`src/hw/rtl/fsocull_pkg.sv`:
```
// fsocull_pkg: types, widths, register codes and arithmetic helpers of the frustum cull test.
// No dependencies; every other file of the block but fsocull_if imports it.
`timescale 1ns / 1ps

package fsocull_pkg;

    // Field and register widths
    localparam int COORD_W = 32;
    localparam int EXT_W   = 31;
    localparam int LANE_W  = 16;
    localparam int FAC_W   = 16;
    localparam int CFG_W   = 64;
    localparam int REG_IDX_W = 3;

    // Datapath widths
    localparam int REL_W = COORD_W + 1;        // point minus eye
    localparam int MQ_W  = 36;                 // exact rotation term, Q.28
    localparam int MR_W  = MQ_W - 14;          // rounded rotation term, Q1.14
    localparam int MX_W  = MR_W + EXT_W + 1;   // rotation term times half extent
    localparam int ACC_W = MX_W + 3;           // corner sum, Q.30
    localparam int P_W   = ACC_W - 14;         // corner position, Q16.16
    localparam int PJ_W  = P_W + LANE_W + 2;   // projection sum, Q.30
    localparam int FW_W  = PJ_W - 14;          // projection, Q16.16
    localparam int CMP_W = 64;                 // compare width, Q.28 side values

    localparam int NUM_CORNERS = 8;
    localparam int QUEUE_DEPTH_DEF = 4;

    // Register indexes
    localparam logic [REG_IDX_W-1:0] REG_EYE_X   = 3'd0;
    localparam logic [REG_IDX_W-1:0] REG_EYE_Y   = 3'd1;
    localparam logic [REG_IDX_W-1:0] REG_EYE_Z   = 3'd2;
    localparam logic [REG_IDX_W-1:0] REG_FORWARD = 3'd3;
    localparam logic [REG_IDX_W-1:0] REG_UP      = 3'd4;
    localparam logic [REG_IDX_W-1:0] REG_RIGHT   = 3'd5;
    localparam logic [REG_IDX_W-1:0] REG_FACTORS = 3'd6;
    localparam logic [REG_IDX_W-1:0] REG_DEPTH   = 3'd7;

    // Reset values of the frustum vectors
    localparam logic [47:0] FORWARD_RST = 48'h0000_0000_4000;
    localparam logic [47:0] UP_RST      = 48'h0000_4000_0000;
    localparam logic [47:0] RIGHT_RST   = 48'h4000_0000_0000;

    // Volume kind
    localparam logic CMD_SPHERE = 1'b0;
    localparam logic CMD_BOX    = 1'b1;

    localparam logic signed [MQ_W-1:0] ONE_Q28  = 36'sh010000000;
    localparam logic signed [MQ_W-1:0] HALF_Q14 = 36'sd8192;

    // Decoded frustum
    typedef struct {
        logic signed [COORD_W-1:0] eye [3];
        logic signed [LANE_W-1:0]  fwd [3];
        logic signed [LANE_W-1:0]  upv [3];
        logic signed [LANE_W-1:0]  rgt [3];
        logic [FAC_W-1:0]          tan_h;
        logic [FAC_W-1:0]          tan_v;
        logic [FAC_W-1:0]          scl_x;
        logic [FAC_W-1:0]          scl_y;
        logic signed [COORD_W-1:0] near_d;
        logic signed [COORD_W-1:0] far_d;
    } cfg_t;

    // Classified item between front and back
    typedef struct {
        logic                    is_box;
        logic                    encl;
        logic signed [REL_W-1:0] rel [3];
        logic [EXT_W-1:0]        ext [3];
        logic signed [LANE_W-1:0] q [4];
    } job_t;

    // Round an exact Q.28 rotation term to Q1.14
    function automatic logic signed [MR_W-1:0] round_q14(input logic signed [MQ_W-1:0] t);
        logic signed [MQ_W-1:0] s;
        s = (t + HALF_Q14) >>> 14;
        return s[MR_W-1:0];
    endfunction

    // Project a Q16.16 point onto a Q1.14 vector, floor to Q16.16
    function automatic logic signed [FW_W-1:0] project(
        input logic signed [P_W-1:0]    p [3],
        input logic signed [LANE_W-1:0] v [3]
    );
        logic signed [PJ_W-1:0] s;
        s = p[0] * v[0] + p[1] * v[1] + p[2] * v[2];
        s = s >>> 14;
        return s[FW_W-1:0];
    endfunction

endpackage

```
`src/hw/rtl/fsocull_queue.sv`:
```
// fsocull_queue: short job queue that decouples the front from the back pipeline.
// Depends on fsocull_pkg.
`timescale 1ns / 1ps

module fsocull_queue #(
    parameter int DEPTH = fsocull_pkg::QUEUE_DEPTH_DEF
) (
    input  logic              clk,
    input  logic              rst_n,
    input  logic              in_valid,
    output logic              in_ready,
    input  fsocull_pkg::job_t in_job,
    output logic              out_valid,
    input  logic              out_ready,
    output fsocull_pkg::job_t out_job
);
    import fsocull_pkg::*;

    localparam int PTR_W = (DEPTH > 1) ? $clog2(DEPTH) : 1;
    localparam int CNT_W = $clog2(DEPTH + 1);

    job_t             slot_reg [DEPTH];
    logic [PTR_W-1:0] wr_ptr_reg, rd_ptr_reg;
    logic [CNT_W-1:0] cnt_reg;
    logic             push, pop;

    assign in_ready  = (cnt_reg != CNT_W'(DEPTH));
    assign out_valid = (cnt_reg != '0);
    assign push      = in_valid && in_ready;
    assign pop       = out_valid && out_ready;
    assign out_job   = slot_reg[rd_ptr_reg];

    // Advance pointers and occupancy
    always_ff @(posedge clk or negedge rst_n)
    begin
        if (!rst_n)
        begin
            wr_ptr_reg <= '0;
            rd_ptr_reg <= '0;
            cnt_reg    <= '0;
        end
        else
        begin
            if (push)
            begin
                wr_ptr_reg <= (wr_ptr_reg == PTR_W'(DEPTH - 1)) ? '0 : wr_ptr_reg + 1'b1;
            end
            if (pop)
            begin
                rd_ptr_reg <= (rd_ptr_reg == PTR_W'(DEPTH - 1)) ? '0 : rd_ptr_reg + 1'b1;
            end
            if (push && !pop)
            begin
                cnt_reg <= cnt_reg + 1'b1;
            end
            else if (pop && !push)
            begin
                cnt_reg <= cnt_reg - 1'b1;
            end
        end
    end

    // Store the item
    always_ff @(posedge clk)
    begin
        if (push)
        begin
            slot_reg[wr_ptr_reg] <= in_job;
        end
    end

endmodule

```
`config.mk`:
```
export PLATFORM = sky130hd
export DESIGN_NAME = fsocull_queue
export DESIGN_NICKNAME = d
export VERILOG_FILES = /design/src/hw/rtl/fsocull_pkg.sv /design/src/hw/rtl/fsocull_queue.sv
export SDC_FILE = /design/constraint.sdc
export NUM_CORES = 1
export LEC_CHECK = 0
export BUFFER_PORTS_ARGS = -buffer_cell sky130_fd_sc_hd__buf_2
export CELL_PAD_IN_SITES_DETAIL_PLACEMENT = 0
export CELL_PAD_IN_SITES_GLOBAL_PLACEMENT = 2
export CORE_MARGIN = 2
export CORE_UTILIZATION = 41
export CTS_CLUSTER_DIAMETER = 30
export DETAILED_ROUTE_END_ITERATION = 10
export GPL_ROUTABILITY_DRIVEN = 0
export HOLD_SLACK_MARGIN = 0.1
export PLACE_DENSITY_LB_ADDON = 0.3
export REMOVE_ABC_BUFFERS = 1
export SETUP_SLACK_MARGIN = 0.3
export SLEW_MARGIN = 20
export SYNTH_ARGS = -nofsm -noshare
export SYNTH_HDL_FRONTEND = slang
export SYNTH_SLANG_ARGS = --single-unit
export TNS_END_PERCENT = 5
```
`constraint.sdc`:
```
create_clock -name clk -period 7.2 [get_ports clk]
set_input_delay 0.36 -clock clk [delete_from_list [all_inputs] [get_ports clk]]
set_output_delay 0.36 -clock clk [all_outputs]
set_load 0.01 [all_outputs]
```
==> impl_metrics.json <==
{
  "status": "complete, no violations",
  "syn_avg_cell_area_um2": 27.2,
  "cts_buffers": 200,
  "timing.fmax_mhz": 271,
  "yosysWarnings": 0,
  "nets": 2599,
  "grt_pass1_wl_um": 123000,
  "finalSetupTns_ns": 0,
  "cts_sinks": 1039,
  "dieArea_um2": 94300,
  "htreeDepth": 4,
  "rrSetupSlack_ns": 4.30,
  "worst_hold_path_type": "primary input to register",
  "fin_util_pct": 55.8,
  "rows": 111,
  "cp_cell_sequence": "buf_12 > buf_16 > mux4_2 > buf_2",
  "cp_num_buf_inv": 3,
  "slew_violations": 0,
  "syn_inst": 1384,
  "finalPower_mw": 23.0,
  "tightest_slew_ns": 1.21,
  "coreArea_um2": 91400,
  "via_per_inst": 4.98,
  "io_pins": 522,
  "worstPathMaxFanout": 76,
  "clk_pin_slew_ns": 0.05,
  "power_leakage_nw": 17.8,
  "start_util_pct": 41.2,
  "ant_nets": 0,
  "hp-start": "in_job[247]",
  "drt-total-wl_um": 82600,
  "slew_headroom_pct": 19.2,
  "clock_path_buffers": 3,
  "r2r_cells": 3,
  "wire_per_inst_um": 22.5,
  "crit_path_max_incr_delay_ns": 0.75,
  "cts-resized-gates": 0,
  "hold_ws_ns": 0.355,
  "synth_seq_area_share_pct": 82.7,
  "rsz0062_at_grt": "no",
  "clkLatencyLatePin_ns": 0.76,
  "synth_cell_types": 20,
  "hpwlAfterDp_um": 46100,
  "antenna_found_initial": 10,
  "grtUsageTotal_pct": 17.7,
  "area_growth_pct": 35.4,
  "p_per_area_nw_per_um2": 450,
  "timing.rr.end": "slot_reg[0][17]",
  "finalSetupViolations": 0,
  "crit_cells": 4,
  "portBuffers": 521,
  "timing.rr.start": "cnt_reg[2]",
  "cts_root_buffer": "clkbuf_16",
  "drive_gt1_share_pct": 45.4,
  "grt_max_degree": 163,
  "worstPathArrival_ns": 3.34,
  "whs_endpoint": "slot_reg[3][247]",
  "num_vias": 18307,
  "cp.required_ns": 6.84,
  "synth_seq_cells": 1039,
  "place_ws_ns": 4.26,
  "ir_drop_mv": 0.321,
  "dr.pass1.iters": 5,
  "regArea_um2": 31200,
  "finClkSkew_ns": 0.0322,
  "min_path_cells": 2,
  "grt_pass1_vias": 20197,
  "worstSetupEndpointType": "primary output",
  "die_h_um": 307,
  "critPathLaunchType": "register",
  "first_iter_violations": 1124,
  "drc": 0,
  "drv_cap": 0,
  "finalHoldViolations": 0,
  "crit_slowest_cell": "dfrtp_4",
  "largest_reg_flops": 1032,
  "criticalPathCategory": "register to primary output",
  "crit_family": "buffers and inverters",
  "multiInputGateArea_um2": 6080,
  "fillers": 6920,
  "fin_crit_ns": 3.70,
  "netlist_area_um2": 37700,
  "setup_ws_ns": 3.50,
  "die_w_um": 307,
  "grt-ovfl-total": 0,
  "cts_tree": "yes",
  "min_period_over_period_pct": 51.3
}
==> repair_timing <==
item                      in CTS  in global routing
hold buffers                 262                  0
hold endpoints to repair    1043                  0
setup buffers                  0                  0
==> worst max-delay path by stage <==
| stage | start | to | slack [ns] |
|---|---|---|---|
| finish | rd_ptr_reg[0] | out_job[113] | 3.50 |
| CTS | rd_ptr_reg[0] | out_job[113] | 3.44 |
| floorplan | rd_ptr_reg[0] | rd_ptr_reg[0] | -3.92 |
| global route | rd_ptr_reg[0] | out_job[113] | 3.20 |
| global placement | cnt_reg[2] | slot_reg[1][89] | 4.19 |
| detailed placement | rd_ptr_reg[0] | out_job[113] | 4.26 |
==> metrics by stage <==
| stage | cells | cell area, um^2 |
|---|---|---|
| after floorplan | 1326 | 37200 |
| after global placement | 3049 | 41600 |
| final | 3679 | 51000 |
| after CTS | 3676 | 51000 |
| after detailed placement | 3050 | 41600 |
| after global routing | 3679 | 51000 |
==> final cells by class <==
type                       count  area share, %
antenna                        1        0.00491
sequential                  1039           61.1
multi-input combinational    284           11.9
timing repair buffer         802           10.8
inverter                       3         0.0221
clock inverter               142           3.12
clock buffer                 222           10.1
tap                         1186           2.91
==> synth_stat cells <==
cell type	n	share of area, %
edfxtp_1	1032	82
mux4_2	258	15
buf_2	28	0.37
buf_6	23	0.69
dfrtp_1	7	0.47
clkbuf_1	6	0.060
ha_1	6	0.20
and3_1	4	0.066
inv_1	3	0.030
mux2_2	3	0.090
nor2_1	3	0.030
mux2_4	2	0.080
xor2_1	2	0.047
and2_4	1	0.023
buf_4	1	0.020
fa_1	1	0.053
nand2_1	1	0.010
or3_1	1	0.017
or3b_4	1	0.030
xnor2_1	1	0.023
==> power breakdown <==
part | switching, mW | internal [mW] | leakage (nW)
clock network | 2.98 | 6.10 | 3.24
registers | 0.307 | 8.01 | 9.53
logic | 3.11 | 2.46 | 5.04
total | 6.40 | 16.6 | 17.8
==> logic make-up (layout without fill, tap and decap cells) <==
kind of cell | count (synthesis) | count (layout) | share of synthesized area, %
flops | 1039 | 1039 | 82.7
buf+inv | 61 | 1169 | 1.17
other cells | 0 | 1 | 0
xor+xnor | 3 | 3 | 0.0698
simple gates | 11 | 11 | 0.176
fa+ha+maj | 7 | 7 | 0.252
mux | 263 | 263 | 15.6
==> per-layer routing <==
layer	wire (um)	vias to the layer above	global-route usage (%)
li1	-	8028	-
met4	1830	16	6.43
met2	42600	550	29.8
met3	5470	139	5.89
met5	108	-	0
met1	32700	9574	21.2
==> placed cells by master, fill, tap and decap left out, drive strengths merged <==
master	instances
and2	1
and3	4
buf	540
bufinv	27
clkbuf	222
clkinv	78
clkinvlp	25
dfrtp	7
diode	1
dlygate4sd3	262
edfxtp	1032
fa	1
ha	6
inv	15
mux2	5
mux4	258
nand2	1
nor2	3
or3	1
or3b	1
xnor2	1
xor2	2
No activity file was read; power rests on OpenSTA's default activity.
