**src/hw/rtl/fsocull_pkg.sv**
```systemverilog
// fsocull_pkg: types, widths, register codes and arithmetic helpers of the frustum cull test.
// No dependencies; every other file of the block but fsocull_if imports it.
`timescale 1ns / 1ps

package fsocull_pkg;

    // Field and register widths
    localparam int COORD_W = 32;
    localparam int EXT_W   = 31;
    localparam int LANE_W  = 16;
    localparam int FAC_W   = 16;
    localparam int CFG_W   = 64;
    localparam int REG_IDX_W = 3;

    // Datapath widths
    localparam int REL_W = COORD_W + 1;        // point minus eye
    localparam int MQ_W  = 36;                 // exact rotation term, Q.28
    localparam int MR_W  = MQ_W - 14;          // rounded rotation term, Q1.14
    localparam int MX_W  = MR_W + EXT_W + 1;   // rotation term times half extent
    localparam int ACC_W = MX_W + 3;           // corner sum, Q.30
    localparam int P_W   = ACC_W - 14;         // corner position, Q16.16
    localparam int PJ_W  = P_W + LANE_W + 2;   // projection sum, Q.30
    localparam int FW_W  = PJ_W - 14;          // projection, Q16.16
    localparam int CMP_W = 64;                 // compare width, Q.28 side values

    localparam int NUM_CORNERS = 8;
    localparam int QUEUE_DEPTH_DEF = 4;

    // Register indexes
    localparam logic [REG_IDX_W-1:0] REG_EYE_X   = 3'd0;
    localparam logic [REG_IDX_W-1:0] REG_EYE_Y   = 3'd1;
    localparam logic [REG_IDX_W-1:0] REG_EYE_Z   = 3'd2;
    localparam logic [REG_IDX_W-1:0] REG_FORWARD = 3'd3;
    localparam logic [REG_IDX_W-1:0] REG_UP      = 3'd4;
    localparam logic [REG_IDX_W-1:0] REG_RIGHT   = 3'd5;
    localparam logic [REG_IDX_W-1:0] REG_FACTORS = 3'd6;
    localparam logic [REG_IDX_W-1:0] REG_DEPTH   = 3'd7;

    // Reset values of the frustum vectors
    localparam logic [47:0] FORWARD_RST = 48'h0000_0000_4000;
    localparam logic [47:0] UP_RST      = 48'h0000_4000_0000;
    localparam logic [47:0] RIGHT_RST   = 48'h4000_0000_0000;

    // Volume kind
    localparam logic CMD_SPHERE = 1'b0;
    localparam logic CMD_BOX    = 1'b1;

    localparam logic signed [MQ_W-1:0] ONE_Q28  = 36'sh010000000;
    localparam logic signed [MQ_W-1:0] HALF_Q14 = 36'sd8192;

    // Decoded frustum
    typedef struct {
        logic signed [COORD_W-1:0] eye [3];
        logic signed [LANE_W-1:0]  fwd [3];
        logic signed [LANE_W-1:0]  upv [3];
        logic signed [LANE_W-1:0]  rgt [3];
        logic [FAC_W-1:0]          tan_h;
        logic [FAC_W-1:0]          tan_v;
        logic [FAC_W-1:0]          scl_x;
        logic [FAC_W-1:0]          scl_y;
        logic signed [COORD_W-1:0] near_d;
        logic signed [COORD_W-1:0] far_d;
    } cfg_t;

    // Classified item between front and back
    typedef struct {
        logic                    is_box;
        logic                    encl;
        logic signed [REL_W-1:0] rel [3];
        logic [EXT_W-1:0]        ext [3];
        logic signed [LANE_W-1:0] q [4];
    } job_t;

    // Round an exact Q.28 rotation term to Q1.14
    function automatic logic signed [MR_W-1:0] round_q14(input logic signed [MQ_W-1:0] t);
        logic signed [MQ_W-1:0] s;
        s = (t + HALF_Q14) >>> 14;
        return s[MR_W-1:0];
    endfunction

    // Project a Q16.16 point onto a Q1.14 vector, floor to Q16.16
    function automatic logic signed [FW_W-1:0] project(
        input logic signed [P_W-1:0]    p [3],
        input logic signed [LANE_W-1:0] v [3]
    );
        logic signed [PJ_W-1:0] s;
        s = p[0] * v[0] + p[1] * v[1] + p[2] * v[2];
        s = s >>> 14;
        return s[FW_W-1:0];
    endfunction

endpackage

```
**src/hw/rtl/fsocull_if.sv**
```systemverilog
// fsocull_query_if and fsocull_result_if: valid/ready channels of the frustum cull test.
// No dependencies.
`timescale 1ns / 1ps

interface fsocull_query_if;
    logic               valid;
    logic               ready;
    logic               command;
    logic               fully_enclosed;
    logic signed [31:0] centre_x;
    logic signed [31:0] centre_y;
    logic signed [31:0] centre_z;
    logic [30:0]        size_x;
    logic [30:0]        size_y;
    logic [30:0]        size_z;
    logic signed [15:0] quat_w;
    logic signed [15:0] quat_x;
    logic signed [15:0] quat_y;
    logic signed [15:0] quat_z;

    modport source(output valid, command, fully_enclosed, centre_x, centre_y, centre_z,
                   size_x, size_y, size_z, quat_w, quat_x, quat_y, quat_z,
                   input ready);
    modport sink(input valid, command, fully_enclosed, centre_x, centre_y, centre_z,
                 size_x, size_y, size_z, quat_w, quat_x, quat_y, quat_z,
                 output ready);
endinterface


```
**src/hw/rtl/fsocull_front.sv**
```systemverilog
// fsocull_front: accepts query items, classifies the volume and forms the eye-relative job.
// Depends on fsocull_pkg and fsocull_if.
`timescale 1ns / 1ps

module fsocull_front (
    fsocull_query_if.sink     query,
    input  fsocull_pkg::cfg_t cfg,
    output logic              job_valid,
    input  logic              job_ready,
    output fsocull_pkg::job_t job
);
    import fsocull_pkg::*;

    // Pass the handshake through to the queue
    assign job_valid   = query.valid;
    assign query.ready = job_ready;

    // Classify and subtract the eye
    always_comb
    begin
        job.is_box = (query.command == CMD_BOX);
        job.encl   = query.fully_enclosed;
        job.rel[0] = REL_W'(query.centre_x) - REL_W'(cfg.eye[0]);
        job.rel[1] = REL_W'(query.centre_y) - REL_W'(cfg.eye[1]);
        job.rel[2] = REL_W'(query.centre_z) - REL_W'(cfg.eye[2]);
        job.ext[0] = query.size_x;
        job.ext[1] = query.size_y;
        job.ext[2] = query.size_z;
        job.q[0]   = query.quat_w;
        job.q[1]   = query.quat_x;
        job.q[2]   = query.quat_y;
        job.q[3]   = query.quat_z;
    end

endmodule

```
**src/flat_wrapper.sv**
```systemverilog
// flat-port wrapper written by rule: the top's interface ports become plain ports
module fsocull_front_flat import fsocull_pkg::*;
  (cfg, job_valid, job_ready, job, query_valid, query_command, query_fully_enclosed, query_centre_x, query_centre_y, query_centre_z, query_size_x, query_size_y, query_size_z, query_quat_w, query_quat_x, query_quat_y, query_quat_z, query_ready);
  fsocull_query_if query_i ();
  input  fsocull_pkg::cfg_t cfg;
  output logic job_valid;
  input  logic job_ready;
  output fsocull_pkg::job_t job;
  input wire logic [$bits(query_i.valid)-1:0] query_valid;
  input wire logic [$bits(query_i.command)-1:0] query_command;
  input wire logic [$bits(query_i.fully_enclosed)-1:0] query_fully_enclosed;
  input wire logic [$bits(query_i.centre_x)-1:0] query_centre_x;
  input wire logic [$bits(query_i.centre_y)-1:0] query_centre_y;
  input wire logic [$bits(query_i.centre_z)-1:0] query_centre_z;
  input wire logic [$bits(query_i.size_x)-1:0] query_size_x;
  input wire logic [$bits(query_i.size_y)-1:0] query_size_y;
  input wire logic [$bits(query_i.size_z)-1:0] query_size_z;
  input wire logic [$bits(query_i.quat_w)-1:0] query_quat_w;
  input wire logic [$bits(query_i.quat_x)-1:0] query_quat_x;
  input wire logic [$bits(query_i.quat_y)-1:0] query_quat_y;
  input wire logic [$bits(query_i.quat_z)-1:0] query_quat_z;
  output wire logic [$bits(query_i.ready)-1:0] query_ready;
  assign query_i.valid = query_valid;
  assign query_i.command = query_command;
  assign query_i.fully_enclosed = query_fully_enclosed;
  assign query_i.centre_x = query_centre_x;
  assign query_i.centre_y = query_centre_y;
  assign query_i.centre_z = query_centre_z;
  assign query_i.size_x = query_size_x;
  assign query_i.size_y = query_size_y;
  assign query_i.size_z = query_size_z;
  assign query_i.quat_w = query_quat_w;
  assign query_i.quat_x = query_quat_x;
  assign query_i.quat_y = query_quat_y;
  assign query_i.quat_z = query_quat_z;
  assign query_ready = query_i.ready;
  fsocull_front u_core (.query(query_i), .cfg(cfg), .job_valid(job_valid), .job_ready(job_ready), .job(job));
endmodule
```
**config.mk**
```make
export PLATFORM = sky130hd
export DESIGN_NAME = fsocull_front_flat
export DESIGN_NICKNAME = d
export VERILOG_FILES = /design/src/hw/rtl/fsocull_pkg.sv /design/src/hw/rtl/fsocull_if.sv /design/src/hw/rtl/fsocull_front.sv /design/src/flat_wrapper.sv
export SDC_FILE = /design/constraint.sdc
export NUM_CORES = 1
export LEC_CHECK = 0
export BUFFER_PORTS_ARGS = -buffer_cell sky130_fd_sc_hd__buf_2
export CAP_MARGIN = 20
export CORE_AREA = 5 5 345 347
export DETAILED_ROUTE_END_ITERATION = 10
export DIE_AREA = 0 0 350 352
export PLACE_DENSITY = 0.32
export SYNTH_ARGS = -nofsm -noshare
export SYNTH_HDL_FRONTEND = slang
export SYNTH_SLANG_ARGS = --single-unit
```
**constraint.sdc**
```tcl
create_clock -name vclk -period 3.45
set_input_delay 0 -clock vclk [all_inputs]
set_output_delay 0 -clock vclk [all_outputs]
set_load 0.01 [all_outputs]
```
==> metrics.csv, run 1 <==
metric;value;unit
stdcell_area;8780;µm²
whs;0.00000337;ns
ir_drop;0.0801;mV
hold_viol;0;
holdCritStartpoint;query_size_y[17];
period_minus_slack;2.97;ns
yosysTopAreaCellShare;0.183;
slew_violations;0;
startpoint_type;input port;
num_io_pins;885;
initial_core_util;0.0572;
worst_hold_path.endpoint;job[112];
cap_violations;0;
layoutNonFillerInstCount;2634;
netlist_top_cells_area;buf_4 18%, ha_1 18%, inv_1 7.6%;
finalCritPeriodShare;0.861;
worstHoldPathType;input port to output pin;
yosysWarnings;0;
yosysSeqAreaShare;0;
placed_area;8770;µm²
dr.pass1.iters;5;
area.growth.synth_to_final;32.7;%
final_util;0.0759;
p_per_area;199;nW/µm²
rsz0062_at_grt;false;
drc;0;
ys_types;64;
hpwl;35.1;mm
synth_cells;983;
holdPathStages;0;
cp-end-kind;output pin;
drt-total-wl;37.8;mm
vias;7191;
antenna_found_initial;18;
ant_nets;0;
power_leakage;4.05;nW
drive_gt1_frac;0.281;
place_congestion;0.806;
fp.dieW;350;µm
dieArea;123000;µm²
vias_per_cell;2.73;
nFlopsAndLatches;0;
syn-cell-area;6620;µm²
slew_headroom;0.612;
postCtsHoldBufs;0;
fin_nets;1833;
drt-initial-drc-count;256;
synth.largest_area_cell;buf_4;
die_h;352;µm
avgSynthCellArea;6.73;µm²
setup_tns;0;ns
row_count;125;
cts_setup_buffers;0;
clkbuf_count;0;
numPortBuffers;291;
first_global_vias;7542;
core-area;116000;µm²
grt_overflow_total;0;
cts_resized;0;
crit_fanout;4;
status;finished, final reports clean;
grt_use_total;0.0569;
tightest_slew;0.575;ns
seq_area;0;µm²
crit_arrival;2.97;ns
clock.fmax;337;MHz
grt_start_max_net_pins;10;
avgRoutedWirePerCell;14.4;µm
syn_nets;1707;
worstSetupPathType;input port to output pin;
dp_cells;2631;
finalSetupViolCount;0;
grt_pass1_wl;52.2;mm
cp_data_required_time;3.45;ns
layer usage:
metal	global-route usage	wire length, µm	vias up
li1	-	-	3496
met1	0.0747	16600	3175
met2	0.0873	15400	390
met3	0.0180	4050	122
met4	0.0205	1700	8
met5	0	51	-
critical path, cell delays in order:
cell and delay, ns:
buf_2 0.13, inv_1 0.06, ha_1 0.40, o211ai_1 0.13
a21oi_1 0.07, buf_4 0.16, o41ai_2 0.54, o31a_1 0.31
a21oi_1 0.15, a311o_1 0.38, a21oi_1 0.20, xnor2_1 0.21
buf_2 0.21
power by group:
| group | total (W) | switching (W) | leakage, nW | internal [W] |
|---|---|---|---|---|
| logic | 0.00174 | 0.00104 | 4.05 | 0.000701 |
| registers | 0 | 0 | 0 | 0 |
| clock network | 0.000000000117 | 0 | 0.0000190 | 0.000000000117 |
| total | 0.00174 | 0.00104 | 4.05 | 0.000701 |
cells in the mapped netlist, drive strengths merged (4+ instances only):
library cell / n
o31a: 4
nor2: 53
o31ai: 4
or2: 4
ha: 96
a21o: 39
clkbuf: 12
o21a: 12
o21ai: 48
a21oi: 88
nand3: 20
and3: 10
o21bai: 6
nor3: 14
xor2: 30
a2111oi: 4
nand2b: 12
xnor2: 54
nand2: 58
and2: 5
buf: 162
o211ai: 12
a31oi: 9
nand4: 15
o22ai: 5
nor2b: 13
inv: 134
o41ai: 4
a211oi: 8
cell type report:
class                           instances  area, µm²
Antenna cell                            3       7.51
Fill cell                           13800     107000
Inverter                              134        503
Multi-Input combinational cell        675       4850
Tap cell                             1524       1910
Timing Repair Buffer                  298       1510
cell usage in the layout, fill, tap and decap left out, drive strengths merged, types with 3 or more instances in the layout:
cell type	count
buf	298
inv	134
ha	96
a21oi	88
nand2	58
xnor2	54
nor2	53
o21ai	48
a21o	39
xor2	30
nand3	20
nand4	15
nor3	14
nor2b	13
o21a	12
o211ai	12
nand2b	12
and3	10
a31oi	9
a211oi	8
o21bai	6
and2	5
o22ai	5
o31a	4
or2	4
o31ai	4
a2111oi	4
o41ai	4
diode	3
o221ai	3
a31o	3
fa	3
a211o	3
metrics by stage:
step	worst slack [ns]	power [W]
global route	0.310	0.00192
global placement	0.427	0.00179
floorplan	1.26	0.00119
finish	0.479	0.00174
CTS	0.393	0.00178
detailed placement	0.396	0.00177
worst max path at each step:
stage,start,end,slack (ns),cells after the start
finish,cfg[340],job[250],0.48,13
global placement,cfg[278],job[183],0.43,12
CTS,cfg[278],job[183],0.39,12
detailed placement,cfg[278],job[183],0.40,12
global route,query_centre_y[0],job[220],0.31,14
floorplan,query_centre_x[0],job[255],1.26,11
logic make-up (layout without fill, tap and decap cells):
family | count (synthesis) | in the layout | share of synthesized area
buffers and inverters | 308 | 432 | 0.267
AOI/OAI and AO/OA | 275 | 275 | 0.269
and+or+nand+nor | 216 | 216 | 0.161
adders and majority gates | 99 | 99 | 0.191
xor gates and xnor gates | 84 | 84 | 0.111
muxes | 1 | 1 | 0.00151
other | 0 | 3 | 0
Note: power is estimated with default switching activity, not from simulation.
==> inputs of run 2 (changes only) <==
--- a/config.mk
+++ b/config.mk
@@ -7,10 +7,10 @@
 export LEC_CHECK = 0
 export BUFFER_PORTS_ARGS = -buffer_cell sky130_fd_sc_hd__buf_2
 export CAP_MARGIN = 20
-export CORE_AREA = 5 5 345 347
+export CORE_AREA = 5 5 340 342
 export DETAILED_ROUTE_END_ITERATION = 10
-export DIE_AREA = 0 0 350 352
-export PLACE_DENSITY = 0.32
+export DIE_AREA = 0 0 345 347
+export PLACE_DENSITY = 0.33
 export SYNTH_ARGS = -nofsm -noshare
 export SYNTH_HDL_FRONTEND = slang
 export SYNTH_SLANG_ARGS = --single-unit
==> constraint.sdc (replaced) <==
create_clock -name vclk -period 3.36
set_input_delay 0 -clock vclk [all_inputs]
set_output_delay 0 -clock vclk [all_outputs]
set_load 0.01 [all_outputs]
==> run 2 against run 1 <==
Sequential cell count unchanged. Critical path depth unchanged. Final cell count decreased by 0.53%. Cell area increased by 0.46%. Critical path type unchanged.
==> metrics.csv, run 2 (synthesis results as in run 1) <==
metric;value;unit;change
status;finished, final reports clean;;
mostFrequentLayoutCells;291 x buf_2, 134 x inv_1, 96 x ha_1;;
ant_nets;0;;unchanged
fin_nets;1842;;+0.49%
slew_headroom;0.667;;+0.0542
finalSetupViolCount;0;;unchanged
clkbuf_count;0;;unchanged
drt-initial-drc-count;344;;+34%
place_congestion;0.785;;-2.6%
finalCritPeriodShare;0.879;;
power_leakage;4.09;nW;+1.1%
first_global_vias;7720;;+2.4%
cp_cell_sequence;buf_2, inv_1, ha_1, fa_1, nor2b_1, o211ai_1, a21oi_1, o21ai_0, a41oi_1, a31o_2, a21oi_1, a211o_1, buf_2;;
drc;0;;unchanged
die_h;347;µm;-1.4%
grt_overflow_total;0;;unchanged
crit_fanout;4;;unchanged
placed_area;8810;µm²;+0.43%
initial_core_util;0.0590;;+0.00181
critPathSlowestCell;a41oi_1;;
cp_top_family;compound AO/OA/AOI/OAI gates;;
critical_path_buf_inv_count;3;;-1
totalPowerFinal;0.00181;W;+3.6%
crit_arrival;2.95;ns;-0.02 ns
p_per_area;205;nW/µm²;+3.2%
slew_violations;0;;unchanged
dr.pass1.iters;5;;unchanged
drt-total-wl;37.1;mm;-2.0%
holdCritStartpoint;query_size_x[4];;
row_count;123;;-1.6%
stdcell_area;8820;µm²;+0.46%
cts_resized;0;;unchanged
setup_tns;0;ns;unchanged
layout_commonest_cell;buf_2;;
avgRoutedWirePerCell;14.1;µm;-1.5%
core-area;112000;µm²;-3.1%
seq_area;0;µm²;unchanged
vias_per_cell;2.84;;+3.8%
worst_hold_path.endpoint;job[130];;
cts_setup_buffers;0;;unchanged
nFlopsAndLatches;0;;unchanged
dieArea;120000;µm²;-2.8%
grt_pass1_wl;51.9;mm;-0.67%
postCtsHoldBufs;0;;unchanged
cp-end-kind;output pin;;
tightest_slew;0.500;ns;-0.0750 ns
holdPathStages;0;;unchanged
worstSetupPathType;input port to output pin;;
rsz0062_at_grt;false;;
worstHoldPathType;input port to output pin;;
clock.fmax;339;MHz;
fillerInstances;13400;;-2.8%
period_minus_slack;2.95;ns;
drive_gt1_frac;0.287;;+0.00580
grt_start_max_net_pins;10;;unchanged
max_stage_delay;0.49;ns;-0.05 ns
grt_use_total;0.0569;;about the same
hold_viol;0;;unchanged
antenna_found_initial;22;;+4
cp_data_required_time;3.36;ns;-0.09 ns
fp.dieW;345;µm;-1.4%
startpoint_type;input port;;
num_io_pins;885;;unchanged
cap_violations;0;;unchanged
ir_drop;0.0850;mV;+6.1%
area.growth.synth_to_final;33.3;%;
vias;7428;;+3.3%
numPortBuffers;291;;unchanged
hpwl;34.2;mm;-2.5%
==> run 2: cell types whose count changed in the layout (fill, tap and decap cells not counted), sizes merged <==
cell,previous run,this run
buf,298,307
diode,3,4
==> run 2: area by class of cell <==
type / count / area (µm²) / area share
inverters: 134 / 503 / 0.0570
well taps: 1500 / 1880 / 0.213
multi-input cells: 675 / 4850 / 0.550
diodes: 4 / 10.0 / 0.00114
repair buffers: 307 / 1580 / 0.179
==> run 2: worst max path at each step <==
stage                                  from  cells after the start  slack, ns  endpoint
final                     query_centre_z[0]                     13       0.41  job[189]
after global routing               cfg[304]                     13       0.22  job[220]
after CTS                          cfg[304]                     12       0.30  job[218]
after detailed placement           cfg[304]                     12       0.31  job[218]
after global placement             cfg[304]                     13       0.31  job[220]
after floorplan           query_centre_x[0]                     11       1.17  job[255]
==> run 2: power by group <==
part           switching (W)    internal (W)        total, W
Clock                      0  0.000000000161  0.000000000161
Combinational        0.00107        0.000732         0.00181
Sequential                 0               0               0
Total                0.00107        0.000732         0.00181
==> run 2: per-layer routing <==
metal  GRT usage  part of all wire  up-vias  routed length [µm]
li1            -                 -     3514                   -
met1      0.0659              0.40     3325               14900
met2      0.0932              0.44      425               16200
met3      0.0227              0.11      148                4030
met4      0.0235             0.049       16                1800
met5     0.00471            0.0048        -                 177
==> run 2: metrics by stage <==
stage / hold slack, ns / instances / util / worst slack, ns
after floorplan: 0.0918 / 983 / - / 1.17
after global placement: 0.0000686 / 2616 / 0.0786 / 0.310
after detailed placement: 0.0000686 / 2616 / 0.0786 / 0.312
after CTS: 0.0000686 / 2616 / 0.0786 / 0.298
after global routing: 0.0000130 / 2619 / 0.0787 / 0.221
final: 0.00000392 / 2620 / 0.0787 / 0.406
