===== config.mk =====
export PLATFORM = sky130hd
export DESIGN_NAME = fsocull_cfg
export DESIGN_NICKNAME = d
export VERILOG_FILES = /design/src/hw/rtl/fsocull_pkg.sv /design/src/hw/rtl/fsocull_cfg.sv
export SDC_FILE = /design/constraint.sdc
export NUM_CORES = 1
export LEC_CHECK = 0
export BUFFER_PORTS_ARGS = -buffer_cell sky130_fd_sc_hd__buf_2
export CORE_AREA = 2 2 171 173
export CTS_CLUSTER_DIAMETER = 40
export DETAILED_ROUTE_END_ITERATION = 8
export DIE_AREA = 0 0 173 175
export HOLD_SLACK_MARGIN = 0.1
export MAX_ROUTING_LAYER = met4
export PLACE_DENSITY = 0.87
export SLEW_MARGIN = 10
export SYNTH_ARGS = -nofsm -noshare
export SYNTH_HDL_FRONTEND = slang
export SYNTH_SLANG_ARGS = --single-unit

===== constraint.sdc =====
create_clock -name clk -period 1.25 [get_ports clk]
set_input_delay 0.25 -clock clk [delete_from_list [all_inputs] [get_ports clk]]
set_output_delay 0.25 -clock clk [all_outputs]
set_load 0.05 [all_outputs]

===== src/hw/rtl/fsocull_pkg.sv =====
// fsocull_pkg: types, widths, register codes and arithmetic helpers of the frustum cull test.
// No dependencies; every other file of the block but fsocull_if imports it.
`timescale 1ns / 1ps

package fsocull_pkg;

    // Field and register widths
    localparam int COORD_W = 32;
    localparam int EXT_W   = 31;
    localparam int LANE_W  = 16;
    localparam int FAC_W   = 16;
    localparam int CFG_W   = 64;
    localparam int REG_IDX_W = 3;

    // Datapath widths
    localparam int REL_W = COORD_W + 1;        // point minus eye
    localparam int MQ_W  = 36;                 // exact rotation term, Q.28
    localparam int MR_W  = MQ_W - 14;          // rounded rotation term, Q1.14
    localparam int MX_W  = MR_W + EXT_W + 1;   // rotation term times half extent
    localparam int ACC_W = MX_W + 3;           // corner sum, Q.30
    localparam int P_W   = ACC_W - 14;         // corner position, Q16.16
    localparam int PJ_W  = P_W + LANE_W + 2;   // projection sum, Q.30
    localparam int FW_W  = PJ_W - 14;          // projection, Q16.16
    localparam int CMP_W = 64;                 // compare width, Q.28 side values

    localparam int NUM_CORNERS = 8;
    localparam int QUEUE_DEPTH_DEF = 4;

    // Register indexes
    localparam logic [REG_IDX_W-1:0] REG_EYE_X   = 3'd0;
    localparam logic [REG_IDX_W-1:0] REG_EYE_Y   = 3'd1;
    localparam logic [REG_IDX_W-1:0] REG_EYE_Z   = 3'd2;
    localparam logic [REG_IDX_W-1:0] REG_FORWARD = 3'd3;
    localparam logic [REG_IDX_W-1:0] REG_UP      = 3'd4;
    localparam logic [REG_IDX_W-1:0] REG_RIGHT   = 3'd5;
    localparam logic [REG_IDX_W-1:0] REG_FACTORS = 3'd6;
    localparam logic [REG_IDX_W-1:0] REG_DEPTH   = 3'd7;

    // Reset values of the frustum vectors
    localparam logic [47:0] FORWARD_RST = 48'h0000_0000_4000;
    localparam logic [47:0] UP_RST      = 48'h0000_4000_0000;
    localparam logic [47:0] RIGHT_RST   = 48'h4000_0000_0000;

    // Volume kind
    localparam logic CMD_SPHERE = 1'b0;
    localparam logic CMD_BOX    = 1'b1;

    localparam logic signed [MQ_W-1:0] ONE_Q28  = 36'sh010000000;
    localparam logic signed [MQ_W-1:0] HALF_Q14 = 36'sd8192;

    // Decoded frustum
    typedef struct {
        logic signed [COORD_W-1:0] eye [3];
        logic signed [LANE_W-1:0]  fwd [3];
        logic signed [LANE_W-1:0]  upv [3];
        logic signed [LANE_W-1:0]  rgt [3];
        logic [FAC_W-1:0]          tan_h;
        logic [FAC_W-1:0]          tan_v;
        logic [FAC_W-1:0]          scl_x;
        logic [FAC_W-1:0]          scl_y;
        logic signed [COORD_W-1:0] near_d;
        logic signed [COORD_W-1:0] far_d;
    } cfg_t;

    // Classified item between front and back
    typedef struct {
        logic                    is_box;
        logic                    encl;
        logic signed [REL_W-1:0] rel [3];
        logic [EXT_W-1:0]        ext [3];
        logic signed [LANE_W-1:0] q [4];
    } job_t;

    // Round an exact Q.28 rotation term to Q1.14
    function automatic logic signed [MR_W-1:0] round_q14(input logic signed [MQ_W-1:0] t);
        logic signed [MQ_W-1:0] s;
        s = (t + HALF_Q14) >>> 14;
        return s[MR_W-1:0];
    endfunction

    // Project a Q16.16 point onto a Q1.14 vector, floor to Q16.16
    function automatic logic signed [FW_W-1:0] project(
        input logic signed [P_W-1:0]    p [3],
        input logic signed [LANE_W-1:0] v [3]
    );
        logic signed [PJ_W-1:0] s;
        s = p[0] * v[0] + p[1] * v[1] + p[2] * v[2];
        s = s >>> 14;
        return s[FW_W-1:0];
    endfunction

endpackage


===== src/hw/rtl/fsocull_cfg.sv =====
// fsocull_cfg: frustum configuration registers and their field decode.
// Depends on fsocull_pkg.
`timescale 1ns / 1ps

module fsocull_cfg (
    input  logic                                 clk,
    input  logic                                 rst_n,
    input  logic                                 cfg_we,
    input  logic [fsocull_pkg::REG_IDX_W-1:0]    cfg_index,
    input  logic [fsocull_pkg::CFG_W-1:0]        cfg_data,
    output fsocull_pkg::cfg_t                    cfg
);
    import fsocull_pkg::*;

    logic [COORD_W-1:0] eye_x_reg, eye_y_reg, eye_z_reg;
    logic [47:0]        fwd_reg, up_reg, rgt_reg;
    logic [CFG_W-1:0]   fac_reg, depth_reg;

    // Write one register per enable
    always_ff @(posedge clk or negedge rst_n)
    begin
        if (!rst_n)
        begin
            eye_x_reg <= '0;
            eye_y_reg <= '0;
            eye_z_reg <= '0;
            fwd_reg   <= FORWARD_RST;
            up_reg    <= UP_RST;
            rgt_reg   <= RIGHT_RST;
            fac_reg   <= '0;
            depth_reg <= '0;
        end
        else if (cfg_we)
        begin
            case (cfg_index)
                REG_EYE_X:   eye_x_reg <= cfg_data[COORD_W-1:0];
                REG_EYE_Y:   eye_y_reg <= cfg_data[COORD_W-1:0];
                REG_EYE_Z:   eye_z_reg <= cfg_data[COORD_W-1:0];
                REG_FORWARD: fwd_reg   <= cfg_data[47:0];
                REG_UP:      up_reg    <= cfg_data[47:0];
                REG_RIGHT:   rgt_reg   <= cfg_data[47:0];
                REG_FACTORS: fac_reg   <= cfg_data;
                REG_DEPTH:   depth_reg <= cfg_data;
                default:     ;
            endcase
        end
    end

    // Split packed fields
    always_comb
    begin
        cfg.eye[0] = $signed(eye_x_reg);
        cfg.eye[1] = $signed(eye_y_reg);
        cfg.eye[2] = $signed(eye_z_reg);
        for (int k = 0; k < 3; k++)
        begin
            cfg.fwd[k] = $signed(fwd_reg[16*k +: 16]);
            cfg.upv[k] = $signed(up_reg[16*k +: 16]);
            cfg.rgt[k] = $signed(rgt_reg[16*k +: 16]);
        end
        cfg.tan_h  = fac_reg[15:0];
        cfg.tan_v  = fac_reg[31:16];
        cfg.scl_x  = fac_reg[47:32];
        cfg.scl_y  = fac_reg[63:48];
        cfg.near_d = $signed(depth_reg[31:0]);
        cfg.far_d  = $signed(depth_reg[63:32]);
    end

endmodule


==> results of run 1 <==
==> placed cells by master (no fill, tap or decap) <==
| cell type | count |
|---|---|
| and4bb_4 | 1 |
| buf_12 | 25 |
| buf_2 | 68 |
| buf_4 | 249 |
| buf_6 | 365 |
| buf_8 | 4 |
| bufinv_16 | 7 |
| clkbuf_1 | 6 |
| clkbuf_16 | 47 |
| clkbuf_8 | 5 |
| clkinv_2 | 6 |
| clkinv_4 | 2 |
| clkinv_8 | 1 |
| clkinvlp_4 | 4 |
| dfrtp_1 | 365 |
| dfstp_2 | 3 |
| diode_2 | 1 |
| dlygate4sd3_1 | 54 |
| inv_6 | 4 |
| inv_8 | 1 |
| mux2_1 | 1 |
| mux2_2 | 297 |
| mux2_4 | 70 |
| nand4_4 | 1 |
| nand4b_1 | 3 |
| nor4b_4 | 1 |
| nor4bb_4 | 2 |
==> stage by stage <==
stage | instance area (sq um) | setup WS (ns) | setup TNS (ns) | hold slack [ns]
finish | 23300 | -0.252 | -38.91 | 0.110
global route | 23300 | -0.277 | -47.01 | 0.112
floorplan | 14100 | -0.170 | -19.02 | -0.0456
detailed placement | 17200 | -0.353 | -103.30 | 0.111
global placement | 17200 | -0.310 | -92.23 | 0.112
CTS | 22400 | -0.264 | -35.63 | 0.100
==> power breakdown <==
group / total, mW / internal, mW / leakage (nW) / switching [mW]
sequential: 17.0 / 14.6 / 4.41 / 2.46
clock: 14.3 / 8.71 / 0.785 / 5.56
combinational: 23.1 / 9.41 / 6.01 / 13.7
total: 54.4 / 32.7 / 11.2 / 21.7
==> cell families (layout without fill, tap and decap cells) <==
kind of cell,Yosys count,in the layout,share of synthesized area
other cells,0,1,0
mux,368,368,0.303
buf+inv,42,848,0.0174
flops,368,368,0.673
simple gates,8,8,0.00695
==> per-layer routing <==
| metal | up-vias | share of wire | wire (um) | GRT usage |
|---|---|---|---|---|
| met5 | - | 0 | 0 | - |
| met4 | 0 | 0.059 | 3240 | 0.162 |
| met3 | 229 | 0.068 | 3770 | 0.0829 |
| met2 | 701 | 0.51 | 28200 | 0.574 |
| met1 | 5639 | 0.36 | 20000 | 0.388 |
| li1 | 4340 | - | - | - |
==> timing repair <==
| item | 4_1_cts | 5_1_grt |
|---|---|---|
| hold endpoints to repair | 549 | 0 |
| pin swaps | 0 | 0 |
| resized for setup | 739 | 0 |
| buffers inserted | 104 | 112 |
| hold buffers | 54 | 0 |
| setup endpoints to repair | 368 | 368 |
==> worst max-delay path by stage <==
stage | start | endpoint | slack (ns)
floorplan | cfg_index[2] | eye_x_reg[10] | -0.17
global placement | cfg_index[2] | eye_x_reg[2] | -0.31
detailed placement | cfg_index[2] | eye_x_reg[2] | -0.35
CTS | fwd_reg[14] | cfg[270] | -0.26
global route | fwd_reg[14] | cfg[270] | -0.28
finish | rgt_reg[46] | cfg[142] | -0.25
==> final cells by class <==
class / count / area [sq um] / share of cell area
diodes: 1 / 2.50 / 0.000107
clock buffers: 58 / 1270 / 0.0544
clock inverters: 25 / 350 / 0.0150
multi-input cells: 376 / 4540 / 0.195
flip-flops and latches: 368 / 9210 / 0.396
well taps: 384 / 480 / 0.0206
repair buffers: 765 / 7420 / 0.319
==> impl_metrics.yaml, run 1 <==
synth:
  yosysTopAreaCell: "dfrtp_1"
  ys_top_cells_by_count: "365 x dfrtp_1, 342 x mux2_2, 32 x buf_2"
  synthesis.instances: 786
  synth_area_leaders: "dfrtp_1 67%, mux2_2 28%, mux2_1 2.1%"
  synth_ff_type: "dfrtp_1"
  synth_edf_count: 0
  ys_ff_latch: 368
  yosysSeqAreaShare: 0.673
  synth_nets: 856
  synthDistinctLibCells: 13
  syn_area_sq_um: 13700
  yosys_warnings: 0
  async_flop_share: 1.00
  yosysMostFrequentCell: "dfrtp_1"
  avgSynthCellArea_sq_um: 17.4
  synth_largest_type_area_fraction: 0.667
timing:
  setup_violations: 368
  rsz0062_at_grt: "yes"
  layout_min_cycle_time_ns: 1.50
  max_freq_mhz: 666
  period_share: 1.20
  finalClockSkew_ns: 0
  max_slew_margin: 0.775
  fin_ws_ns: -0.252
  worstMarginPinSlew_ns: 0.338
  drv_slew: 0
  hold_violations: 0
worst_setup_path:
  cp_top_family: "flip-flops"
  path_max_fanout: 2
  slowest_stage: "dfstp_2"
  r2r_slack_ns: 0.17
  critPathRequiredTime_ns: 1.00
  worstSetupEndpointType: "output pin"
  crit_buf_inv: 1
  worstReg2RegStart: "fwd_reg[29]"
  arrival_ns: 1.25
  startpoint_type: "flop"
  cp.depth: 1
  r2r_cells: 3
  timing.rr.end: "fwd_reg[29]"
  cp_cell_sequence: "buf_8"
  max_stage_delay_ns: 0.56
  crit_type: "reg2out"
global_route:
  grt.overflow.total: 0
  grt_max_degree: 48
  grt_pass1_vias: 11800
  grt_pass1_wl_um: 75900
  grt_usage: 0.342
  antenna_found_initial: 1
cts:
  clock_latency_ns: 0.53
  h-tree-depth: 2
  clk_pin_slew_ns: 0.07
  numCtsBuffers: 45
  clock-sinks: 368
  cts_tree: "built"
  clockBufferDepth: 3
  cts_root_buf: "clkbuf_16"
place:
  hpwl_um: 25600
  globalplace.congestion: 0.835
  io_buffers: 437
  dp.cells: 1623
detailed_routing:
  wl_per_cell_um: 27.9
  ant_nets: 0
  drt-total-wl_um: 55200
  drt_iter0_markers: 875
  vias_per_cell: 5.52
  dr_total_vias: 10900
  drt-pass1-iter-count: 4
  drc: 0
power:
  ir_drop_mv: 1.74
  power_leakage_nw: 11.2
  total_power_mw: 54.4
  power.density_nw_per_um2: 2340
finish:
  drive_gt1_frac: 0.731
  final_nets: 1626
  fillers: 1198
  utilization: 0.820
  final_cells: 1977
  area_delta_synth_final_pct: 70.0
status:
  violations: "negative setup slack"
  status: "finished, violations left"
die:
  core_area_sq_um: 28400
  dieArea_sq_um: 30300
  start_util: 0.482
  rows: 62
  io_pins: 438
  die_y_um: 175
  die_w_um: 173
hold_path:
  min_path_cells: 2
  hold_end: "eye_y_reg[21]"
  min-delay-start: "cfg_data[21]"
  min_path_type: "in2reg"
job:
  maxCapViolCount: 0
Note: power is estimated with default switching activity, not from simulation.
==> inputs of run 2 (changes only) <==
--- a/config.mk
+++ b/config.mk
@@ -6,10 +6,10 @@
 export NUM_CORES = 1
 export LEC_CHECK = 0
 export BUFFER_PORTS_ARGS = -buffer_cell sky130_fd_sc_hd__buf_2
-export CORE_AREA = 2 2 171 173
+export CORE_AREA = 2 2 172 174
 export CTS_CLUSTER_DIAMETER = 40
 export DETAILED_ROUTE_END_ITERATION = 8
-export DIE_AREA = 0 0 173 175
+export DIE_AREA = 0 0 174 176
 export HOLD_SLACK_MARGIN = 0.1
 export MAX_ROUTING_LAYER = met4
 export PLACE_DENSITY = 0.87
==> constraint.sdc (replaced) <==
create_clock -name clk -period 1.5 [get_ports clk]
set_input_delay 0.3 -clock clk [delete_from_list [all_inputs] [get_ports clk]]
set_output_delay 0.3 -clock clk [all_outputs]
set_load 0.05 [all_outputs]
==> impl_metrics.yaml, run 2 (same netlist as run 1, synthesis figures left out) <==
global_route:
  grt_use_met1: 0.295
  grtUsageMet3: 0.0612
  grt.overflow.total: 0
  busiest_layer: "met2"
  grt_pass1_vias: 9950
  grtUsageMet2: 0.427
  grt_max_degree: 39
  antenna_found_initial: 1
  grt_pass1_wl_um: 57900
  grt_usage: 0.252
detailed_routing:
  drt-total-wl_um: 37500
  dr_total_vias: 9045
  vias_per_cell: 5.26
  drc: 0
  drt_iter0_markers: 388
  wl_per_cell_um: 21.8
  drt-pass1-iter-count: 4
  ant_nets: 0
worst_setup_path:
  max_stage_delay_ns: 0.55
  arrival_ns: 1.23
  crit_buf_inv: 1
  cp_cell_sequence: "buf_8"
  critPathRequiredTime_ns: 1.20
  startpoint_type: "flop"
  worstSetupEndpointType: "output pin"
  cp_top_family: "flip-flops"
  crit_type: "reg2out"
  slowest_stage: "dfstp_2"
  path_max_fanout: 2
power:
  switchingPower_mw: 15.6
  power.density_nw_per_um2: 2000
  power_leakage_nw: 9.01
  ir_drop_mv: 1.63
  p_clk_frac: 0.276
  power.share.combinational: 0.368
  pwr-share-seq: 0.356
  p_int_mw: 21.8
  swShare: 0.417
timing:
  max_freq_mhz: 652
  fin_ws_ns: -0.0346
  period_share: 1.02
  setup_violations: 3
  layout_min_cycle_time_ns: 1.53
  worstMarginPinSlew_ns: 0.377
  drv_slew: 0
  finalClockSkew_ns: 0
  whs_ns: 0.113
  max_slew_margin: 0.748
  hold_violations: 0
  rsz0062_at_grt: "yes"
cts:
  clk_pin_slew_ns: 0.06
  cts_tree: "built"
  numCtsBuffers: 42
  clock_latency_ns: 0.51
  clockBufferDepth: 3
  post-cts-setup-buffers: 0
  h-tree-depth: 2
  cts_root_buf: "clkbuf_16"
  clock-sinks: 368
job:
  maxCapViolCount: 0
finish:
  most-common-layout-cells: "375 x buf_2, 365 x dfrtp_1, 342 x mux2_2"
  drive_gt1_frac: 0.675
  final_nets: 1371
  final_cells: 1720
  utilization: 0.655
  multi_input_area_sq_um: 4280
  regArea_sq_um: 9210
  fillers: 1920
  area_delta_synth_final_pct: 36.5
  layout_commonest_cell: "buf_2"
status:
  status: "finished, violations left"
  violations: "negative setup slack"
die:
  core_area_sq_um: 28500
  die_y_um: 176
  dieArea_sq_um: 30600
  start_util: 0.480
  rows: 62
  io_pins: 438
  die_w_um: 174
hold_path:
  min_path_type: "in2reg"
place:
  globalplace.congestion: 0.832
  io_buffers: 437
  hpwl_um: 25200
  place_ws_ns: -0.187
  dp.cells: 1606
run 2: cell count changes in the layout (fill, tap and decap cells not counted), moves of 25 or more:
cell | previous run | this run
buf_4 | 249 | 25
clkbuf_4 | 0 | 54
mux2_4 | 70 | 0
mux2_2 | 297 | 342
buf_2 | 68 | 375
mux2_1 | 1 | 26
buf_6 | 365 | 0
run 2: layout make-up:
cell class                 count  share of cell area
sequential                   368               0.493
multi-input combinational    376               0.229
timing repair buffer         513               0.176
clock buffer                  55              0.0631
tap                          384              0.0257
clock inverter                23              0.0138
antenna                        1            0.000134
run 2: final timing paths:
| kind | startpoint | endpoint | slack, ns | cells past startpoint |
|---|---|---|---|---|
| setup / recovery | fwd_reg[14] | cfg[270] | -0.03 | 1 |
| hold / removal | cfg_data[3] | eye_z_reg[3] | 0.11 | 2 |
| setup reg to reg | depth_reg[43] | depth_reg[43] | 0.68 | 1 |
| hold reg to reg | up_reg[27] | up_reg[27] | 0.49 | 1 |
| max in group asynchronous | rst_n | fac_reg[62] | 0.54 | 4 |
| min in group asynchronous | rst_n | fac_reg[20] | 0.25 | 2 |
run 2: stage by stage:
stage	cell area [sq um]	setup TNS (ns)	total power, mW
final	18700	-0.0616	37.4
after global routing	18700	-0.205	38.7
after CTS	18500	-0.127	37.4
after detailed placement	16700	-30.31	26.9
after global placement	16700	-16.46	26.5
after floorplan	13700	-1.26	23.2
run 2: repair_timing:
item	CTS	global route
resized for setup	12	56
hold buffers	34	1
hold endpoints to repair	376	1
endpoints found under the setup margin	6	58
gates cloned	0	0
run 2: metal layers:
metal  part of all wire  vias to the layer above  routed length, um
met1               0.39                     4705              14500
met3              0.069                       91               2580
met5                  0                        -                  0
li1                   -                     3862                  -
met4              0.033                        0               1230
met2               0.51                      387              19200
run 2: power groups by stage:
| stage | registers [mW] | clock network [mW] | logic, mW |
|---|---|---|---|
| floorplan | 21.1 | 0 | 2.02 |
| global placement | 13.3 | 0 | 13.3 |
| detailed placement | 13.4 | 0 | 13.5 |
| CTS | 13.3 | 10.5 | 13.6 |
| global route | 13.6 | 10.9 | 14.2 |
| finish | 13.3 | 10.3 | 13.8 |
==> inputs of run 3 (changes only) <==
--- a/config.mk
+++ b/config.mk
@@ -12,7 +12,7 @@
 export DIE_AREA = 0 0 174 176
 export HOLD_SLACK_MARGIN = 0.1
 export MAX_ROUTING_LAYER = met4
-export PLACE_DENSITY = 0.87
+export PLACE_DENSITY_LB_ADDON = 0.12
 export SLEW_MARGIN = 10
 export SYNTH_ARGS = -nofsm -noshare
 export SYNTH_HDL_FRONTEND = slang
==> impl_metrics.yaml, run 3 (same netlist as run 1, synthesis figures left out) <==
die:
  rows: 62
  core_area_sq_um: 28500
  dieArea_sq_um: 30600
  start_util: 0.480
  die_w_um: 174
  io_pins: 438
  die_y_um: 176
cts:
  clock_latency_ns: 0.53
  post-cts-setup-buffers: 0
  numCtsBuffers: 46
  h-tree-depth: 2
  cts_tree: "built"
  clk_pin_slew_ns: 0.06
  cts_root_buf: "clkbuf_16"
  clock-sinks: 368
  clockBufferDepth: 3
timing:
  layout_min_cycle_time_ns: 1.54
  tns_ns: -0.0950
  period_share: 1.03
  rsz0062_at_grt: "yes"
  hold_violations: 0
  drv_slew: 0
  setup_violations: 3
  max_freq_mhz: 648
  finalClockSkew_ns: 0
  worstMarginPinSlew_ns: 0.346
  max_slew_margin: 0.768
  fin_ws_ns: -0.0439
job:
  maxCapViolCount: 0
power:
  switchingPower_mw: 15.6
  power.share.combinational: 0.361
  swShare: 0.404
  p_clk_frac: 0.297
  power.density_nw_per_um2: 2030
  ir_drop_mv: 1.39
  p_int_mw: 23.1
  power_leakage_nw: 9.14
  pwr-share-seq: 0.342
global_route:
  grt_pass1_wl_um: 57300
  grt_max_degree: 64
  grt.overflow.total: 0
  grt_usage: 0.253
  grt_pass1_vias: 9458
  antenna_found_initial: 0
finish:
  utilization: 0.666
  area_delta_synth_final_pct: 39.0
  num_antenna_cells: 0
  final_cells: 1730
  fillers: 2116
  multi_input_area_sq_um: 4280
  drive_gt1_frac: 0.672
  regArea_sq_um: 9210
  layout_commonest_cell: "dfrtp_1"
  most-common-layout-cells: "365 x dfrtp_1, 342 x mux2_2, 327 x buf_2"
  final_nets: 1378
  stdcell_area_sq_um: 19000
detailed_routing:
  drt-pass1-iter-count: 4
  drt-total-wl_um: 37500
  drt_iter0_markers: 341
  vias_per_cell: 5.10
  wl_per_cell_um: 21.7
  ant_nets: 0
  drc: 0
  dr_total_vias: 8815
worst_setup_path:
  critPathRequiredTime_ns: 1.20
  arrival_ns: 1.24
  startpoint_type: "flop"
  max_stage_delay_ns: 0.55
  slowest_stage: "dfstp_2"
  worstSetupEndpointType: "output pin"
  crit_type: "reg2out"
  path_max_fanout: 2
  cp_cell_sequence: "buf_8"
  crit_buf_inv: 1
  cp_top_family: "flip-flops"
place:
  dp.cells: 1605
  place_area_sq_um: 16700
  hpwl_um: 25800
  place_ws_ns: -0.143
  io_buffers: 437
  globalplace.congestion: 0.838
status:
  violations: "negative setup slack"
  status: "finished, violations left"
hold_path:
  min_path_type: "in2reg"
[run 3: changes by cell type in the layout (fill, tap and decap cells not counted), sizes merged]
cell         before  now
clkinvlp          4    2
diode             1    0
buf             424  382
clkbuf          109  158
bufinv            3    6
inv               7    3
clkinv            9   12
dlygate4sd3      35   39
[run 3: final timing paths]
check                             from            end  slack (ns)  cells after the start
setup reg to reg            up_reg[31]     up_reg[31]        0.67                      1
hold / removal             cfg_data[2]     fac_reg[2]        0.12                      2
setup / recovery           fwd_reg[14]       cfg[270]       -0.04                      1
hold reg to reg             up_reg[36]     up_reg[36]        0.48                      1
max in group asynchronous        rst_n    rgt_reg[15]        0.54                      4
min in group asynchronous        rst_n  depth_reg[42]        0.21                      2
[run 3: through the flow]
step | power, mW | hold WS (ns)
2_1_floorplan | 23.2 | 0.00441
3_3_place_gp | 26.8 | 0.165
3_5_place_dp | 27.0 | 0.161
4_1_cts | 38.7 | 0.101
5_1_grt | 40.1 | 0.114
6_report | 38.7 | 0.122
[run 3: cell type report]
type | count | share of cell area
Clock buffer | 63 | 0.0698
Clock inverter | 23 | 0.0157
Multi-Input combinational cell | 376 | 0.225
Sequential cell | 368 | 0.484
Tap cell | 384 | 0.0253
Timing Repair Buffer | 516 | 0.180
[run 3: timing repair]
action,in CTS,in global routing
hold endpoints to repair,373,1
gates resized for setup,19,98
hold buffers,38,1
endpoints found under the setup margin,13,100
[run 3: routing by layer]
metal | routed length (um) | GRT usage | share of wire | up-vias
met5 | 0 | - | 0 | -
met4 | 1460 | 0.0984 | 0.039 | 0
met3 | 2890 | 0.0717 | 0.077 | 86
met2 | 18100 | 0.406 | 0.48 | 351
met1 | 15100 | 0.307 | 0.40 | 4517
li1 | - | - | - | 3861
[run 3: power by group through the flow]
stage          sequential (mW)  combinational (mW)  clock [mW]
6_report                  13.2                14.0        11.5
2_1_floorplan             21.1                2.02           0
5_1_grt                   13.5                14.4        12.1
3_3_place_gp              13.3                13.5           0
3_5_place_dp              13.3                13.6           0
4_1_cts                   13.2                13.8        11.7
